### config.mk
export PLATFORM = sky130hd
export DESIGN_NAME = gn3d_ram
export DESIGN_NICKNAME = d
export VERILOG_FILES = /design/src/rtl/gn3d_ram.sv
export SDC_FILE = /design/constraint.sdc
export NUM_CORES = 2
export LEC_CHECK = 0
export BUFFER_PORTS_ARGS = -buffer_cell sky130_fd_sc_hd__buf_2
export CAP_MARGIN = 20
export CORE_UTILIZATION = 58
export DETAILED_ROUTE_END_ITERATION = 10
export PLACE_DENSITY = 0.85
export SYNTH_ARGS = -nofsm -noshare
export SYNTH_HDL_FRONTEND = slang
export SYNTH_SLANG_ARGS = --single-unit
### constraint.sdc
create_clock -name clk -period 2.03 [get_ports clk]
set_input_delay 0 -clock clk [delete_from_list [all_inputs] [get_ports clk]]
set_output_delay 0 -clock clk [all_outputs]
set_load 0.01 [all_outputs]
### src/rtl/gn3d_ram.sv
// Generic single-write, dual-read RAM with registered, enabled reads.
// No dependencies.
`default_nettype none

module gn3d_ram #(
    parameter int WIDTH = 8,
    parameter int DEPTH = 256
) (
    input  wire logic                     clk,
    input  wire logic                     we,
    input  wire logic [$clog2(DEPTH)-1:0] waddr,
    input  wire logic [WIDTH-1:0]         wdata,
    input  wire logic                     re,
    input  wire logic [$clog2(DEPTH)-1:0] raddr_a,
    input  wire logic [$clog2(DEPTH)-1:0] raddr_b,
    output logic      [WIDTH-1:0]         rdata_a,
    output logic      [WIDTH-1:0]         rdata_b
);

    logic [WIDTH-1:0] mem_reg [DEPTH];

    always_ff @(posedge clk)
    begin
        if (we)
        begin
            mem_reg[waddr] <= wdata;
        end
        if (re)
        begin
            rdata_a <= mem_reg[raddr_a];
            rdata_b <= mem_reg[raddr_b];
        end
    end

endmodule

`default_nettype wire

After elaboration in Yosys (flattened, before gate mapping)
Memory sizes are Yosys's and may differ from the RTL's. A register that Yosys moved wholly into a read port is not among the register bits.
Cells that the tools add are included.
{"block": "op_classes", "n_mux": 2}
{"cell": "$mux 1", "n": 2}
{"block": "word_totals", "n_memories": 1, "input_bits": 35, "word_cells": 3, "register_bits": 0, "out_inout_bits": 16, "ram_bits": 2048}
{"memory": "mem_reg", "words": 256, "width": 8, "rd": 2, "rd_clocked_by_memory_dff": 2, "wr": 1, "line_no": "20", "source": "logic [WIDTH-1:0] mem_reg [DEPTH];"}

Longest topological paths before layout
{"block": "depth", "word_depth": 2, "ltp_mapped": 12, "mapped_depth_nobuf": 6}

Worst setup path after synthesis
OpenSTA, ideal clock, no wires.
{"block": "synth_timing", "path_kind": "input -> register", "from": "in raddr_b[0]", "to": "reg rdata_b[0], read port of mem_reg (data pin)", "required_time_ns": 1.753, "arrival_ns": 1.901, "n_path_buf": 3, "cell_stages": 9, "slack_ns": -0.148, "setup_ns": 0.277, "path_cell_list": "buf_4 buf_6 buf_2 mux4_2 mux4_2 nand2_1 a21oi_1 a21oi_1 a221oi_2"}
{"item": "from (decl)", "line_no": "15", "source": "input wire logic [$clog2(DEPTH)-1:0] raddr_b,"}
{"item": "to (decl)", "line_no": "17", "source": "output logic [WIDTH-1:0] rdata_b"}

==> metrics.csv <==
metric;value;unit
run status;finished with violations;
failing checks;setup timing;
number of global-route vias before repair;63004;
number of DRC markers in iteration 0;12799;
# clock sinks;2064;
syn nets;4882;
gr ovfl total;0;
Max Root-Sink Buffers;3;
crit path from;mem_reg[21][3]$_DFFE_PP_;
Setup Slack @ Placement;-1.382;ns
crit path max fanout;2;
final RePlAce weighted congestion;1.062;
# DRC;0;
FF-to-FF Start;mem_reg[21][3]$_DFFE_PP_;
R2R Path End;rdata_a[3]$_DFFE_PP_;
Crit. End Element;flip-flop;
Hold/Removal Path Class;in2reg;
placed inst area;107500;um2
Hold Fails Final Rpt;0;
Worst VDD drop;0.001126;V
critical path class;reg2reg;
post-DR wirelength/cell;39.89;um
Arrival @ worst endpoint;3.18;ns
MaxCap Viol Count;0;
Syn Area/Cell;20.04;um2
total leakage power;38.23;nW
design area;115000;um2
max reg flops;2048;
Initial Util;0.5867;
worst path buffer plus inverter count;2;
final wirelength;327.7;mm
final setup margin;-0.5299;ns
Post-synth EDFFs;2064;
post-synth top area cell;edfxtp_1;
CP Launch Type;flip-flop;
Mapped Cells;4847;
# fillers;9466;
ys async rst share;0;
Crit path depth;8;
chip height;411.2;um
first-pass GRT wire length;462.6;mm
initial antenna violation count;21;
Skew-Pair Late Insertion Delay;0.88;ns
CP Capture Point;rdata_a[3]$_DFFE_PP_;
area grow syn2layout;18.34;%
post-detail-place hpwl;218.6;mm
Yosys cell types;64;
final setup violation count;16;
CP max stage delay;0.57;ns
Min Clock Period, post-route;2.560;ns
vias;62539;
#FFs+latches synth;2064;
Worst R2R Setup Slack;-0.53;ns
die footprint;169100;um2
CTS H-tree depth;4;
CTS tree;yes;
Tot Pwr;94.60;mW
post-synth top area share;0.6381;
TritonCTS Buffers;200;
Synth Cell Area;97130;um2
Cells after DPL;7801;
Port Buffers;50;
ys flop type;edfxtp_1;
post-synthesis sequential area ratio;0.6381;
Total Nets Final;5884;
crit-path cells;mux4_2 > mux4_2 > a22oi_2 > buf_6 > nand3_4 > o21ai_2 > buf_6 > a211oi_2;
largest net degree at the start of global routing;125;
share of layout cells above drive strength 1;0.4415;
setup_tns;-6.570;ns
clock transition at the registers of the reported paths;0.06;ns
critical path required time;2.65;ns
RSZ-0062 raised after global routing;true;
min-delay src;wdata[5];
Routed Antenna Nets;0;
Finished Layout Cells;8214;
Syn. warnings;0;
Die X;411.2;um
Synth area leaders;edfxtp_1 64%, mux4_2 24%, mux2i_1 2.4%;
Max Fclk;390.6;MHz
GRT Overall Usage;0.3910;
core area;165500;um2
slowest CP cell;mux4_2;
clk_skew;0.03908;ns
Root Buffer;clkbuf_16;
power density cells;822.9;nW/um2
r2r worst-path depth;8;
Rows;149;
drt first pass iters;10;
vias per cell;7.614;
worst-margin pin slew;1.073;ns
Ports;51;
CP delay by family, top;multiplexers;
slew margin rel.;0.2789;
period utilization;1.261;
max-slew violations;0;
==> power by group <==
part           leakage (nW)  switching [mW]  internal [mW]  total, mW
Combinational          16.5            5.58           4.10       9.68
Sequential             18.6           0.144           47.0       47.2
Clock                  3.16            16.7           21.1       37.8
Total                  38.2            22.4           72.2       94.6
==> placed cells by master (no fill, tap or decap), types with 8 or more instances in the layout <==
cell type	netlist	final
o221ai_1	65	64
bufinv_16	0	22
and2_1	12	12
buf_12	8	118
clkinvlp_4	0	10
a211oi_1	28	19
dlygate4sd3_1	0	21
clkinv_1	4	51
buf_4	42	999
nand4_1	13	13
clkbuf_16	0	202
nor3_1	21	15
a22oi_2	0	10
nor2_1	298	298
nor2b_1	27	26
edfxtp_1	2064	2064
clkbuf_8	0	8
mux2i_1	236	233
buf_6	44	12
a22oi_1	62	52
a2bb2oi_1	9	9
nand2b_1	11	10
o21ai_0	34	28
o22ai_1	48	44
o211ai_1	13	13
diode_2	0	16
mux4_2	1051	1051
nand2_1	114	107
clkbuf_1	137	30
a221oi_2	5	13
clkinv_2	0	36
a221o_1	10	10
nand3_1	52	48
a22o_1	22	19
a221oi_1	32	23
a21oi_1	79	70
buf_2	104	33
mux2_2	38	37
==> worst min-delay path by stage <==
stage	to	slack, ns	cells after the start
after floorplan	mem_reg[0][0]$_DFFE_PP_	0.1	0
after global placement	mem_reg[12][5]$_DFFE_PP_	0.41	1
after detailed placement	mem_reg[13][5]$_DFFE_PP_	0.42	1
after CTS	rdata_a[6]$_DFFE_PP_	0.03	6
after global routing	rdata_a[6]$_DFFE_PP_	0.1	6
final	mem_reg[13][5]$_DFFE_PP_	0.11	2
==> logic make-up (layout without fill, tap and decap cells) <==
| group | Yosys count | count (layout) | synth area share |
|---|---|---|---|
| flops | 2064 | 2064 | 0.6381 |
| mux | 1325 | 1325 | 0.2724 |
| simple gates | 591 | 591 | 0.02691 |
| compound gates | 466 | 466 | 0.03533 |
| buf+inv | 401 | 1563 | 0.02726 |
| other cells | 0 | 16 | 0 |
==> what timing repair did <==
action                                   CTS  global route
setup buffers                             24             1
gates cloned                               0             0
pin swaps                                 34            15
endpoints found under the setup margin    16            41
gates resized for setup                  102            25
endpoints found under the hold margin   2182             0
hold buffers                              22             0
==> final cells by class <==
| type | count | area (um2) | share of cell area |
|---|---|---|---|
| diodes | 16 | 40.04 | 0.0003483 |
| clock buffers | 232 | 5167 | 0.04495 |
| clock inverters | 130 | 1330 | 0.01157 |
| repair buffers | 1195 | 10540 | 0.09171 |
| multi-input cells | 2382 | 33130 | 0.2882 |
| inverters | 6 | 26.28 | 0.0002286 |
| well taps | 2189 | 2739 | 0.02383 |
| flip-flops and latches | 2064 | 61980 | 0.5392 |
==> worst reg2reg max path, delay by kind of cell (launching register included) <==
family | cells | cell delay, ns
muxes | 2 | 1.10
AOI/OAI and AO/OA | 3 | 0.39
DFF | 1 | 0.42
buffers and inverters | 2 | 0.30
and+or+nand+nor | 1 | 0.11
==> Yosys cell counts (6+ instances only) <==
master,instances
edfxtp_1,2064
mux4_2,1051
nor2_1,298
mux2i_1,236
clkbuf_1,137
nand2_1,114
buf_2,104
a21oi_1,79
o221ai_1,65
a22oi_1,62
nand3_1,52
o22ai_1,48
buf_6,44
buf_4,42
mux2_2,38
buf_8,35
o21ai_0,34
a221oi_1,32
a211oi_1,28
nor2b_1,27
buf_1,25
a22o_1,22
nor3_1,21
nand4_1,13
o211ai_1,13
and2_1,12
nand2b_1,11
o31ai_1,11
a221o_1,10
a2bb2oi_1,9
buf_12,8
nor3b_1,7
nor4_1,7
a211o_1,6
nand3b_1,6
or2_2,6
==> metal layers <==
metal  GRT usage  wire length, um
met1      0.4884            99100
met4      0.2344            26230
met3      0.1542            56640
met5           0              134
met2      0.5804           145600
==> per-stage QoR <==
stage	hold WS (ns)	util
detailed placement	0.4175	0.6491
finish	0.1087	0.6944
global placement	0.4062	0.6491
global route	0.09893	0.6942
floorplan	0.09887	-
CTS	0.03496	0.6934
Note: power is estimated with default switching activity, not from simulation.
